## config.mk

```make
export PLATFORM = sky130hd
export DESIGN_NAME = rgb_to_hsl_converter_top
export DESIGN_NICKNAME = d
export VERILOG_FILES = /design/src/hw/rtl/rhsl_pkg.sv /design/src/hw/rtl/rhsl_front.sv /design/src/hw/rtl/rhsl_fifo.sv /design/src/hw/rtl/rhsl_back.sv /design/src/hw/rtl/rgb_to_hsl_converter_top.sv
export SDC_FILE = /design/constraint.sdc
export NUM_CORES = 2
export LEC_CHECK = 0
export ABC_AREA = 1
export BUFFER_PORTS_ARGS = -buffer_cell sky130_fd_sc_hd__buf_2
export CAP_MARGIN = 20
export CORE_ASPECT_RATIO = 1.2
export CORE_MARGIN = 2
export CORE_UTILIZATION = 35
export DETAILED_ROUTE_END_ITERATION = 6
export SLEW_MARGIN = 15
export SYNTH_ARGS = -nofsm -noshare
export SYNTH_HDL_FRONTEND = slang
export SYNTH_SLANG_ARGS = --single-unit
```

## constraint.sdc

```tcl
create_clock -name clk -period 21.3 [get_ports clk]
set_input_delay 6.39 -clock clk [delete_from_list [all_inputs] [get_ports clk]]
set_output_delay 6.39 -clock clk [all_outputs]
set_load 0.005 [all_outputs]
```

## src/hw/rtl/rhsl_pkg.sv

```systemverilog
// Shared constants and types for the RGB to HSL converter.
`default_nettype none

package rhsl_pkg;

    // Headroom above 2*CHANNEL_BITS for the rounded dividends.
    localparam int unsigned NUM_EXT_BITS = 4;
    // Headroom above CHANNEL_BITS for the hue divisor (12 * chroma).
    localparam int unsigned HDIV_EXT_BITS = 4;
    // Headroom above CHANNEL_BITS for the saturation divisor (2 * D).
    localparam int unsigned SDIV_EXT_BITS = 2;

    // Which channel holds the maximum.
    typedef enum logic [1:0] {
        SEC_RED,
        SEC_GREEN,
        SEC_BLUE
    } sector_t;

endpackage

`default_nettype wire

```

## src/hw/rtl/rhsl_front.sv

```systemverilog
// Front end: sorts the channels and forms dividends and divisors.
`default_nettype none

module rhsl_front #(
    parameter int unsigned CHANNEL_BITS = 8
) (
    input  wire logic [CHANNEL_BITS-1:0] red,
    input  wire logic [CHANNEL_BITS-1:0] green,
    input  wire logic [CHANNEL_BITS-1:0] blue,
    output logic [2*CHANNEL_BITS+rhsl_pkg::NUM_EXT_BITS-1:0] hue_num,
    output logic [CHANNEL_BITS+rhsl_pkg::HDIV_EXT_BITS-1:0]  hue_den,
    output logic [2*CHANNEL_BITS+rhsl_pkg::NUM_EXT_BITS-1:0] sat_num,
    output logic [CHANNEL_BITS+rhsl_pkg::SDIV_EXT_BITS-1:0]  sat_den,
    output logic                                             grey,
    output logic [CHANNEL_BITS-1:0]                          lightness
);
    import rhsl_pkg::*;

    localparam int unsigned CB  = CHANNEL_BITS;
    localparam int unsigned W   = 2 * CB + NUM_EXT_BITS;
    localparam int unsigned NW  = CB + 3;
    localparam int unsigned HYW = CB + HDIV_EXT_BITS;
    localparam int unsigned SYW = CB + SDIV_EXT_BITS;
    localparam logic [CB:0] FULL = {1'b0, {CB{1'b1}}};

    logic [CB-1:0] mx;
    logic [CB-1:0] mn;
    logic [CB-1:0] chroma;
    logic [CB:0]   sum;
    logic [CB:0]   dev;
    logic [CB:0]   den_d;
    logic [CB+1:0] sum_rnd;
    logic [NW-1:0] c_n;
    logic [NW-1:0] six_c;
    logic [NW-1:0] n;
    logic [W-1:0]  n_w;
    logic [W-1:0]  c_w;
    sector_t       sector;

    always_comb
    begin
        mx = red;
        if (green > mx)
        begin
            mx = green;
        end
        if (blue > mx)
        begin
            mx = blue;
        end
        mn = red;
        if (green < mn)
        begin
            mn = green;
        end
        if (blue < mn)
        begin
            mn = blue;
        end
    end

    assign chroma = mx - mn;
    assign sum    = {1'b0, mx} + {1'b0, mn};
    assign grey   = (chroma == '0);

    // lightness = floor((M + m + 1) / 2)
    assign sum_rnd   = {1'b0, sum} + (CB+2)'(1);
    assign lightness = sum_rnd[CB:1];

    // Ties: red first, then green.
    always_comb
    begin
        if (red >= green && red >= blue)
        begin
            sector = SEC_RED;
        end
        else if (green >= blue)
        begin
            sector = SEC_GREEN;
        end
        else
        begin
            sector = SEC_BLUE;
        end
    end

    assign c_n   = NW'(chroma);
    assign six_c = (c_n << 2) + (c_n << 1);

    // Hue numerator in sixths of a turn, in [0, 6C) whenever the chroma C is non-zero.
    always_comb
    begin
        unique case (sector)
            SEC_RED:
            begin
                if (green >= blue)
                begin
                    n = NW'(green) - NW'(blue);
                end
                else
                begin
                    n = six_c - (NW'(blue) - NW'(green));
                end
            end
            SEC_GREEN: n = (c_n << 1) + NW'(blue) - NW'(red);
            SEC_BLUE:  n = (c_n << 2) + NW'(red) - NW'(green);
            default:   n = '0;
        endcase
    end

    // F * x is (x << CB) - x; round half up: (2*num + den) / (2*den).
    assign n_w     = W'(n);
    assign c_w     = W'(chroma);
    assign hue_num = (((n_w << CB) - n_w) << 1) + W'(six_c);
    assign hue_den = (HYW'(chroma) << 3) + (HYW'(chroma) << 2);

    assign dev     = (sum >= FULL) ? (sum - FULL) : (FULL - sum);
    assign den_d   = FULL - dev;
    assign sat_num = (((c_w << CB) - c_w) << 1) + W'(den_d);
    assign sat_den = SYW'(den_d) << 1;

endmodule

`default_nettype wire

```

## src/hw/rtl/rhsl_fifo.sv

```systemverilog
// Small register queue between the front end and the divider pipeline.
`default_nettype none

module rhsl_fifo #(
    parameter int unsigned WIDTH = 8,
    parameter int unsigned DEPTH = 2
) (
    input  wire logic             clk,
    input  wire logic             rst_n,
    input  wire logic             wr_valid,
    output logic                  wr_stall,
    input  wire logic [WIDTH-1:0] wr_data,
    output logic                  rd_valid,
    input  wire logic             rd_take,
    output logic [WIDTH-1:0]      rd_data
);
    import rhsl_pkg::*;

    localparam int unsigned PW = (DEPTH > 1) ? $clog2(DEPTH) : 1;
    localparam int unsigned CW = $clog2(DEPTH + 1);

    logic [WIDTH-1:0] mem_reg [DEPTH];
    logic [PW-1:0]    wr_ptr_reg;
    logic [PW-1:0]    wr_ptr_next;
    logic [PW-1:0]    rd_ptr_reg;
    logic [PW-1:0]    rd_ptr_next;
    logic [CW-1:0]    count_reg;
    logic [CW-1:0]    count_next;
    logic             push;
    logic             pop;

    assign wr_stall = (count_reg == CW'(DEPTH));
    assign rd_valid = (count_reg != '0);
    assign rd_data  = mem_reg[rd_ptr_reg];
    assign push     = wr_valid && !wr_stall;
    assign pop      = rd_take && rd_valid;

    always_comb
    begin
        wr_ptr_next = wr_ptr_reg;
        rd_ptr_next = rd_ptr_reg;
        count_next  = count_reg;
        if (push)
        begin
            wr_ptr_next = (wr_ptr_reg == PW'(DEPTH - 1)) ? '0 : wr_ptr_reg + PW'(1);
        end
        if (pop)
        begin
            rd_ptr_next = (rd_ptr_reg == PW'(DEPTH - 1)) ? '0 : rd_ptr_reg + PW'(1);
        end
        if (push && !pop)
        begin
            count_next = count_reg + CW'(1);
        end
        else if (pop && !push)
        begin
            count_next = count_reg - CW'(1);
        end
    end

    always_ff @(posedge clk or negedge rst_n)
    begin
        if (!rst_n)
        begin
            wr_ptr_reg <= '0;
            rd_ptr_reg <= '0;
            count_reg  <= '0;
        end
        else
        begin
            wr_ptr_reg <= wr_ptr_next;
            rd_ptr_reg <= rd_ptr_next;
            count_reg  <= count_next;
        end
    end

    always_ff @(posedge clk)
    begin
        if (push)
        begin
            mem_reg[wr_ptr_reg] <= wr_data;
        end
    end

endmodule

`default_nettype wire

```

## src/hw/rtl/rhsl_back.sv

```systemverilog
// Back end: two restoring dividers, one quotient bit per stage, and output register.
`default_nettype none

module rhsl_back #(
    parameter int unsigned CHANNEL_BITS = 8
) (
    input  wire logic                                             clk,
    input  wire logic                                             rst_n,
    input  wire logic                                             q_valid,
    output logic                                                  q_take,
    input  wire logic [2*CHANNEL_BITS+rhsl_pkg::NUM_EXT_BITS-1:0] q_hue_num,
    input  wire logic [CHANNEL_BITS+rhsl_pkg::HDIV_EXT_BITS-1:0]  q_hue_den,
    input  wire logic [2*CHANNEL_BITS+rhsl_pkg::NUM_EXT_BITS-1:0] q_sat_num,
    input  wire logic [CHANNEL_BITS+rhsl_pkg::SDIV_EXT_BITS-1:0]  q_sat_den,
    input  wire logic                                             q_grey,
    input  wire logic [CHANNEL_BITS-1:0]                          q_lightness,
    output logic                                                  hsl_valid,
    input  wire logic                                             hsl_stall,
    output logic [CHANNEL_BITS-1:0]                               hue,
    output logic [CHANNEL_BITS-1:0]                               saturation,
    output logic [CHANNEL_BITS-1:0]                               lightness
);
    import rhsl_pkg::*;

    localparam int unsigned CB  = CHANNEL_BITS;
    localparam int unsigned W   = 2 * CB + NUM_EXT_BITS;
    localparam int unsigned HYW = CB + HDIV_EXT_BITS;
    localparam int unsigned SYW = CB + SDIV_EXT_BITS;

    // Stage i settles quotient bit CB-1-i.
    logic [CB-1:0]  vld_reg;
    logic [W-1:0]   hrem_reg  [CB];
    logic [W-1:0]   hrem_next [CB];
    logic [HYW-1:0] hden_reg  [CB];
    logic [HYW-1:0] hden_next [CB];
    logic [CB-1:0]  hq_reg    [CB];
    logic [CB-1:0]  hq_next   [CB];
    logic [W-1:0]   srem_reg  [CB];
    logic [W-1:0]   srem_next [CB];
    logic [SYW-1:0] sden_reg  [CB];
    logic [SYW-1:0] sden_next [CB];
    logic [CB-1:0]  sq_reg    [CB];
    logic [CB-1:0]  sq_next   [CB];
    logic [CB-1:0]  grey_reg;
    logic [CB-1:0]  grey_next;
    logic [CB-1:0]  lig_reg   [CB];
    logic [CB-1:0]  lig_next  [CB];

    logic           hsl_valid_reg;
    logic [CB-1:0]  hue_reg;
    logic [CB-1:0]  sat_reg;
    logic [CB-1:0]  lig_out_reg;
    logic           advance;

    // Whole pipeline moves together unless the output word is held.
    assign advance = !hsl_valid_reg || !hsl_stall;
    assign q_take  = advance && q_valid;

    always_comb
    begin
        logic [W-1:0]   hr;
        logic [HYW-1:0] hy;
        logic [CB-1:0]  hq;
        logic [W-1:0]   sr;
        logic [SYW-1:0] sy;
        logic [CB-1:0]  sq;
        logic [W-1:0]   hsh;
        logic [W-1:0]   ssh;
        for (int i = 0; i < CB; i++)
        begin
            if (i == 0)
            begin
                hr           = q_hue_num;
                hy           = q_hue_den;
                hq           = '0;
                sr           = q_sat_num;
                sy           = q_sat_den;
                sq           = '0;
                grey_next[i] = q_grey;
                lig_next[i]  = q_lightness;
            end
            else
            begin
                hr           = hrem_reg[i-1];
                hy           = hden_reg[i-1];
                hq           = hq_reg[i-1];
                sr           = srem_reg[i-1];
                sy           = sden_reg[i-1];
                sq           = sq_reg[i-1];
                grey_next[i] = grey_reg[i-1];
                lig_next[i]  = lig_reg[i-1];
            end
            hsh = W'(hy) << (CB - 1 - i);
            ssh = W'(sy) << (CB - 1 - i);
            if (hr >= hsh)
            begin
                hrem_next[i] = hr - hsh;
                hq_next[i]   = {hq[CB-2:0], 1'b1};
            end
            else
            begin
                hrem_next[i] = hr;
                hq_next[i]   = {hq[CB-2:0], 1'b0};
            end
            if (sr >= ssh)
            begin
                srem_next[i] = sr - ssh;
                sq_next[i]   = {sq[CB-2:0], 1'b1};
            end
            else
            begin
                srem_next[i] = sr;
                sq_next[i]   = {sq[CB-2:0], 1'b0};
            end
            hden_next[i] = hy;
            sden_next[i] = sy;
        end
    end

    always_ff @(posedge clk or negedge rst_n)
    begin
        if (!rst_n)
        begin
            vld_reg       <= '0;
            hsl_valid_reg <= 1'b0;
        end
        else if (advance)
        begin
            vld_reg       <= {vld_reg[CB-2:0], q_valid};
            hsl_valid_reg <= vld_reg[CB-1];
        end
    end

    always_ff @(posedge clk)
    begin
        if (advance)
        begin
            for (int i = 0; i < CB; i++)
            begin
                hrem_reg[i] <= hrem_next[i];
                hden_reg[i] <= hden_next[i];
                hq_reg[i]   <= hq_next[i];
                srem_reg[i] <= srem_next[i];
                sden_reg[i] <= sden_next[i];
                sq_reg[i]   <= sq_next[i];
                lig_reg[i]  <= lig_next[i];
            end
            grey_reg    <= grey_next;
            // Grey pixel: hue and saturation forced to zero.
            hue_reg     <= grey_reg[CB-1] ? '0 : hq_reg[CB-1];
            sat_reg     <= grey_reg[CB-1] ? '0 : sq_reg[CB-1];
            lig_out_reg <= lig_reg[CB-1];
        end
    end

    assign hsl_valid  = hsl_valid_reg;
    assign hue        = hue_reg;
    assign saturation = sat_reg;
    assign lightness  = lig_out_reg;

endmodule

`default_nettype wire

```

## src/hw/rtl/rgb_to_hsl_converter_top.sv

```systemverilog
// Top level of the RGB to HSL pixel converter.
// A pixel passes through the queue, the divider stages and the output register in turn.
// Throughput: one pixel per cycle unless the output is held; one quotient bit per stage.
// A QUEUE_DEPTH-word queue takes up to that many pixels while the output is stalled.
// Reset (rst_n low, asynchronous) empties the queue and the pipeline; no clearing pass.
// No configuration registers; the datapath holds no state between pixels.
`default_nettype none

module rgb_to_hsl_converter_top #(
    parameter int unsigned CHANNEL_BITS = 8,
    parameter int unsigned QUEUE_DEPTH  = 2
) (
    input  wire logic                    clk,
    input  wire logic                    rst_n,
    input  wire logic                    pix_valid,
    output logic                         pix_stall,
    input  wire logic [CHANNEL_BITS-1:0] red,
    input  wire logic [CHANNEL_BITS-1:0] green,
    input  wire logic [CHANNEL_BITS-1:0] blue,
    output logic                         hsl_valid,
    input  wire logic                    hsl_stall,
    output logic [CHANNEL_BITS-1:0]      hue,
    output logic [CHANNEL_BITS-1:0]      saturation,
    output logic [CHANNEL_BITS-1:0]      lightness
);
    import rhsl_pkg::*;

    localparam int unsigned CB  = CHANNEL_BITS;
    localparam int unsigned W   = 2 * CB + NUM_EXT_BITS;
    localparam int unsigned HYW = CB + HDIV_EXT_BITS;
    localparam int unsigned SYW = CB + SDIV_EXT_BITS;
    // Queue word: hue num, hue den, sat num, sat den, grey flag, lightness.
    localparam int unsigned QW  = W + HYW + W + SYW + 1 + CB;

    logic [W-1:0]   f_hue_num;
    logic [HYW-1:0] f_hue_den;
    logic [W-1:0]   f_sat_num;
    logic [SYW-1:0] f_sat_den;
    logic           f_grey;
    logic [CB-1:0]  f_lightness;

    logic [W-1:0]   b_hue_num;
    logic [HYW-1:0] b_hue_den;
    logic [W-1:0]   b_sat_num;
    logic [SYW-1:0] b_sat_den;
    logic           b_grey;
    logic [CB-1:0]  b_lightness;

    logic [QW-1:0]  q_wr_data;
    logic [QW-1:0]  q_rd_data;
    logic           q_rd_valid;
    logic           q_take;

    // Front end: max/min sort, sector pick and the scaled rounding dividends.
    // Purely combinational; its results are captured straight into the queue.
    rhsl_front #(
        .CHANNEL_BITS (CHANNEL_BITS)
    ) u_front (
        .red       (red),
        .green     (green),
        .blue      (blue),
        .hue_num   (f_hue_num),
        .hue_den   (f_hue_den),
        .sat_num   (f_sat_num),
        .sat_den   (f_sat_den),
        .grey      (f_grey),
        .lightness (f_lightness)
    );

    assign q_wr_data = {f_hue_num, f_hue_den, f_sat_num, f_sat_den, f_grey, f_lightness};

    // Decoupling queue: the pixel side is stalled only when it is full.
    rhsl_fifo #(
        .WIDTH (QW),
        .DEPTH (QUEUE_DEPTH)
    ) u_fifo (
        .clk      (clk),
        .rst_n    (rst_n),
        .wr_valid (pix_valid),
        .wr_stall (pix_stall),
        .wr_data  (q_wr_data),
        .rd_valid (q_rd_valid),
        .rd_take  (q_take),
        .rd_data  (q_rd_data)
    );

    assign {b_hue_num, b_hue_den, b_sat_num, b_sat_den, b_grey, b_lightness} = q_rd_data;

    // Back end: CHANNEL_BITS restoring-division stages for hue and saturation,
    // followed by the output word register.
    rhsl_back #(
        .CHANNEL_BITS (CHANNEL_BITS)
    ) u_back (
        .clk         (clk),
        .rst_n       (rst_n),
        .q_valid     (q_rd_valid),
        .q_take      (q_take),
        .q_hue_num   (b_hue_num),
        .q_hue_den   (b_hue_den),
        .q_sat_num   (b_sat_num),
        .q_sat_den   (b_sat_den),
        .q_grey      (b_grey),
        .q_lightness (b_lightness),
        .hsl_valid   (hsl_valid),
        .hsl_stall   (hsl_stall),
        .hue         (hue),
        .saturation  (saturation),
        .lightness   (lightness)
    );

endmodule

`default_nettype wire

```

### After elaboration in Yosys (flattened, before gate mapping)

Memories as Yosys holds them, arrays and structs flattened. A register that Yosys moved wholly into a read port is not among the register bits.
Index checks and enable logic that the tools add are counted.

| cells by class | value |
|---|---|
| equality and inequality tests | 3 |
| multiplexer cells | 49 |
| reductions and logical operators | 16 |
| magnitude comparators | 24 |
| add/sub/neg operators | 39 |

Operator list:

| operator | count |
|---|---|
| 20-bit 2-to-1 mux | 16 |
| 20-bit by 12-bit >= comparator with 1-bit output | 2 |
| 20-bit by 13-bit >= comparator with 1-bit output | 2 |
| 20-bit by 14-bit >= comparator with 1-bit output | 2 |
| 20-bit by 15-bit >= comparator with 1-bit output | 2 |
| 20-bit by 16-bit >= comparator with 1-bit output | 2 |
| 20-bit by 17-bit >= comparator with 1-bit output | 2 |
| 20-bit by 12-bit subtractor with 20-bit output | 2 |
| 20-bit by 13-bit subtractor with 20-bit output | 2 |
| 20-bit by 14-bit subtractor with 20-bit output | 2 |
| 20-bit by 15-bit subtractor with 20-bit output | 2 |
| 20-bit by 16-bit subtractor with 20-bit output | 2 |
| 20-bit by 17-bit subtractor with 20-bit output | 2 |
| 11-bit case mux with 3 select lines | 1 |
| 8-bit 2-to-1 mux | 4 |
| 8-bit >= comparator | 3 |
| 1-bit 2-to-1 mux | 22 |
| 11-bit by 8-bit subtractor with 11-bit output | 2 |
| 20-bit by 11-bit adder with 20-bit output | 1 |
| 20-bit by 9-bit adder with 20-bit output | 1 |
| 20-bit by 10-bit >= comparator with 1-bit output | 1 |
| 20-bit by 11-bit >= comparator with 1-bit output | 1 |
| 20-bit by 18-bit >= comparator with 1-bit output | 1 |
| 20-bit by 19-bit >= comparator with 1-bit output | 1 |
| 34 further kinds | 53 |

| storage, ports and cells | value |
|---|---|
| memories kept | 8 |
| logic and storage cells | 145 |
| flip-flop bits (word level) | 21 |
| RAM bits | 828 |
| output and inout port bits | 26 |
| input port bits | 28 |

Memory list:

| memory | words | bits a word | read ports | clocked after Yosys merged registers in | wr ports | line | RTL |
|---|---|---|---|---|---|---|---|
| u_back.hrem_reg | 8 | 20 | 7 | 0 | 8 | rhsl_back.sv:32 | `logic [W-1:0] hrem_reg [CB];` |
| u_back.srem_reg | 8 | 20 | 7 | 0 | 8 | rhsl_back.sv:38 | `logic [W-1:0] srem_reg [CB];` |
| u_fifo.mem_reg | 2 | 70 | 1 | 0 | 1 | rhsl_fifo.sv:22 | `logic [WIDTH-1:0] mem_reg [DEPTH];` |
| u_back.hden_reg | 8 | 12 | 7 | 0 | 8 | rhsl_back.sv:34 | `logic [HYW-1:0] hden_reg [CB];` |
| u_back.sden_reg | 8 | 10 | 7 | 0 | 8 | rhsl_back.sv:40 | `logic [SYW-1:0] sden_reg [CB];` |
| u_back.hq_reg | 8 | 8 | 8 | 1 | 8 | rhsl_back.sv:36 | `logic [CB-1:0] hq_reg [CB];` |
| +2 memories | n/a | n/a | n/a | n/a | n/a | n/a |  |

### Logic depth before layout (Yosys ltp)

| logic depth | value |
|---|---|
| depth in word-level cells | 11 |
| depth in mapped cells | 65 |
| depth with buffers taken out | 64 |

### Cells and area by module

A second synthesis with hierarchy kept.

| unflattened totals | value |
|---|---|
| cells, all modules | 5135 |
| area total of the unflattened synthesis | 46362.0 µm² |

Modules (own cells, without submodules):

| module | times used | sequential area each (µm²) | area each (µm²) | cells each |
|---|---|---|---|---|
| rhsl_back | 1 | 18302.6 | 33384.5 | 3505 |
| rhsl_front | 1 | 0.0 | 7548.5 | 1228 |
| rhsl_fifo | 1 | 4364.2 | 5429.0 | 402 |

### Least setup slack after synthesis

OpenSTA, ideal clock, no wires.

| path | value |
|---|---|
| kind | input to register |
| start point | input port hsl_stall |
| end point | register u_back.vld_reg[2] |
| setup time | 0.754 ns |
| data arrival time | 22.372 ns |
| slack | -1.826 ns |
| stages on the path | 3 |
| required time | 20.546 ns |
| path buffers | 1 |
| cells stage by stage | nand2_1 clkbuf_1 a21oi_1 |

| between the ends | value |
|---|---|
| longest elaborated chain between the ends | 2 |

RTL lines:

| element | line | RTL |
|---|---|---|
| from (decl) | rgb_to_hsl_converter_top.sv:21 | `input wire logic hsl_stall,` |
| 1-bit logical NOT | rhsl_back.sv:56 | `assign advance = !hsl_valid_reg \|\| !hsl_stall;` |
| 1-bit logical OR | rhsl_back.sv:56 |  |
| to (signal assigned) | rhsl_back.sv:129 | `vld_reg <= {vld_reg[CB-2:0], q_valid};` |
| to (decl) | rhsl_back.sv:31 | `logic [CB-1:0] vld_reg;` |

No other way between the ends.
A chain may end at the register's enable or synchronous reset.

### Worst setup path in the final report

| path | value |
|---|---|
| start point | input port red[7] |
| end point | memory u_fifo.mem_reg[1][68] (netlist bit) (data pin) |

| between the ends | value |
|---|---|
| longest elaborated chain between the ends | 11 |
| elaborated cells between the ends (all ways) | 26 |
| classes of those cells | 9 x add/sub; 6 x order compare; 2 x eq/ne; 7 x mux; 2 x reduce/logical |

RTL lines:

| element | line | RTL |
|---|---|---|
| from (decl) | rgb_to_hsl_converter_top.sv:17 | `input wire logic [CHANNEL_BITS-1:0] red,` |
| 8-bit > comparator or 8-bit less-than comparator (tied branches) | rhsl_front.sv:43, rhsl_front.sv:52 |  |
| 8-bit 2-to-1 mux (on tied branches) | rhsl_front.sv:43, rhsl_front.sv:52 |  |
| 8-bit > comparator or 8-bit less-than comparator (tied branches) | rhsl_front.sv:47, rhsl_front.sv:56 |  |
| 8-bit 2-to-1 mux (on tied branches) | rhsl_front.sv:47, rhsl_front.sv:56 |  |
| 8-bit subtractor | rhsl_front.sv:62 | `assign chroma = mx - mn;` |
| 10-bit by 9-bit adder with 11-bit output | rhsl_front.sv:88 | `assign six_c = (c_n << 2) + (c_n << 1);` |
| 11-bit subtractor | rhsl_front.sv:102 | `n = six_c - (NW'(blue) - NW'(green));` |
| 11-bit 2-to-1 mux | rhsl_front.sv:96 | `if (green >= blue)` |
| 11-bit case mux with 3 select lines | rhsl_front.sv:93 | `unique case (sector)` |
| 19-bit by 11-bit subtractor with 19-bit output | rhsl_front.sv:114 | `assign hue_num = (((n_w << CB) - n_w) << 1) + W'(six_c);` |
| 20-bit by 11-bit adder with 20-bit output * | rhsl_front.sv:114 |  |
| named net f_hue_num[18] | rgb_to_hsl_converter_top.sv:35 | `logic [W-1:0] f_hue_num;` |
| to (decl) | rhsl_fifo.sv:22 |  |

The timed path passes the listed nets; every way through them passes the cells marked *.

==> impl_metrics.json <==
{
  "period_share_pct": 72.4,
  "ctsResizeCount": 0,
  "place.gp.congestion": 0.881,
  "synth_top_cell_area_share_pct": 53.7,
  "clk_latency_ns": 0.61,
  "finClkSkew_ns": 0.0225,
  "pin_count": 54,
  "critPathArrivalTime_ns": 15.77,
  "fp-row-count": 133,
  "cts_buffers": 69,
  "hold_violations": 0,
  "status": "finished, final reports clean",
  "crit_path_max_fanout": 18,
  "synthArstFlopShare_pct": 1.85,
  "tightestPinTransition_ns": 1.09,
  "ys_warn_count": 0,
  "drcViolationCount": 0,
  "start_util_pct": 35.3,
  "cts_tree": "built",
  "cts_hold_buffers": 0,
  "die_w_um": 307,
  "cts_sinks": 703,
  "synth_edf_count": 690,
  "ant_nets": 0,
  "max_stage_delay_ns": 0.68,
  "maxCapViolations": 0,
  "cts.path.max_buffers": 3,
  "post_cts_buffers": 0,
  "firstDrtPassIters": 5,
  "dpl.hpwl_mm": 56.4,
  "critPathTopFamily": "simple AND/OR/NAND/NOR gates",
  "fin_crit_ns": 15.42,
  "syn_inst": 3722,
  "critPathRequiredTime_ns": 21.65,
  "first_iter_violations": 1181,
  "drv_slew": 0,
  "grt_max_degree": 205,
  "htreeDepth": 3,
  "grt_pass1_vias": 24254,
  "num_antenna_cells": 0,
  "cts_root_buf": "clkbuf_16",
  "portBuffers": 53,
  "yosysTopAreaCell": "edfxtp_1",
  "grt_pass1_wl_mm": 121,
  "slew-limit-headroom_pct": 27.1,
  "antenna_found_initial": 1,
  "core_mm2": 0.109,
  "final_util_pct": 39.1,
  "die_y_um": 368,
  "startpoint_type": "input port",
  "fmax_mhz": 64.8,
  "synth_cell_types": 61,
  "crit_path_end_kind": "register",
  "synth-seq-area-share_pct": 54.6,
  "path_clk_slew_ns": 0.06,
  "ys_seq_elements": 703,
  "drt-total-wl_mm": 73.6,
  "slowest_stage": "xor2_1",
  "syn_area_mm2": 0.0386,
  "timing.setup.tns_ns": 0,
  "setup_viol": 0,
  "routed_via_density": 4.66,
  "rsz0062_at_grt": "no",
  "wl_per_cell_um": 13.9,
  "nets": 4155,
  "synth.top_cells.by_area": "edfxtp_1 54%, ha_1 9.4%, nand2_1 6.8%",
  "die-area_mm2": 0.113,
  "hp-class": "register to register",
  "areaGrowthSynthToFinish_pct": 10.9,
  "synth_fp_nets": 4071,
  "grt_overflow_total": 0,
  "layout-drive-gt1-share_pct": 7.38,
  "grt_usage_pct": 13.1,
  "via_count": 24580,
  "path_class": "input port to register",
  "cp_num_buf_inv": 8,
  "synth_ff_type": "edfxtp_1",
  "cpMostUsedCell": "nand2_1",
  "avgSynthCellArea_um2": 10.4
}
==> layout by cell type (no fill, tap or decap), drive strengths merged, types with 28 or more instances in the layout <==
cell type	n
nor4	32
xor2	148
fa	31
a21oi	237
nand4	43
or2	34
xnor2	86
nor2	268
edfxtp	690
nand2	725
clkinv	28
buf	63
clkbuf	82
ha	290
nand3	149
o21ai	248
inv	536
nor3	33
==> through the flow <==
step / area [µm²] / setup WS, ns / hold slack, ns / cells
CTS: 42700 / 5.90 / 0.409 / 5276
floorplan: 38600 / 6.88 / 0.400 / 3722
finish: 42800 / 5.88 / 0.408 / 5277
global placement: 40500 / 5.38 / 0.401 / 5151
global route: 42800 / 4.82 / 0.418 / 5277
detailed placement: 40500 / 5.26 / 0.405 / 5151
==> area by class of cell <==
cell class                      count  area (µm²)
Clock buffer                       82        1820
Clock inverter                     43         462
Fill cell                       10550       66600
Inverter                          535        2010
Multi-Input combinational cell   2434       15300
Sequential cell                   703       21000
Tap cell                         1417        1770
Timing Repair Buffer               63         365
==> synthesized netlist by cell type, types with 12 or more instances <==
| master | instances |
|---|---|
| a21oi_1 | 233 |
| clkbuf_1 | 35 |
| dfrtp_1 | 13 |
| edfxtp_1 | 690 |
| fa_1 | 31 |
| ha_1 | 290 |
| inv_1 | 521 |
| inv_2 | 12 |
| nand2_1 | 702 |
| nand2_2 | 17 |
| nand3_1 | 139 |
| nand3b_1 | 15 |
| nand4_1 | 40 |
| nor2_1 | 246 |
| nor2_4 | 12 |
| nor3_1 | 30 |
| nor4_1 | 32 |
| o21ai_0 | 224 |
| o21ai_1 | 23 |
| o21bai_1 | 13 |
| o31ai_1 | 13 |
| or2_2 | 33 |
| xnor2_1 | 86 |
| xor2_1 | 147 |
==> logic make-up (layout without fill, tap and decap cells) <==
| logic type | Yosys count | after routing | synth area share, % |
|---|---|---|---|
| compound gates | 562 | 562 | 7.90 |
| xor+xnor | 234 | 234 | 5.34 |
| fa+ha+maj | 321 | 321 | 11.0 |
| buf+inv | 585 | 723 | 5.84 |
| flops | 703 | 703 | 54.6 |
| mux | 8 | 8 | 0.211 |
| simple gates | 1309 | 1309 | 15.1 |
==> metal layers <==
layer | GRT usage (%) | vias up | part of all wire, %
met5 | 0 | - | 0
li1 | - | 12861 | -
met3 | 1.71 | 133 | 2.9
met2 | 24.9 | 317 | 53
met1 | 14.7 | 11269 | 40
met4 | 5.38 | 0 | 3.8
==> worst paths after layout <==
| check | slack, ns | end | depth (start not counted) | from |
|---|---|---|---|---|
| setup / recovery | 5.88 | u_fifo.mem_reg[1][68]$_DFFE_PP_ | 53 | red[7] |
| hold / removal | 0.41 | u_back.sq_reg[3][1]$_DFFE_PN_ | 0 | u_back.sq_reg[2][0]$_DFFE_PN_ |
| setup reg to reg | 17.10 | u_back.hrem_reg[0][11]$_DFFE_PN_ | 17 | u_fifo.rd_ptr_reg$_DFFE_PN0P_ |
| hold reg to reg | 0.41 | u_back.sq_reg[3][1]$_DFFE_PN_ | 0 | u_back.sq_reg[2][0]$_DFFE_PN_ |
| min in group asynchronous | 5.66 | u_back.hsl_valid$_DFFE_PN0N_ | 1 | rst_n |
| max in group asynchronous | 15.40 | u_fifo.rd_ptr_reg$_DFFE_PN0P_ | 1 | rst_n |
Power is not shown: default switching activity piles up to over one toggle a cycle in this logic, so the estimate is an artifact.
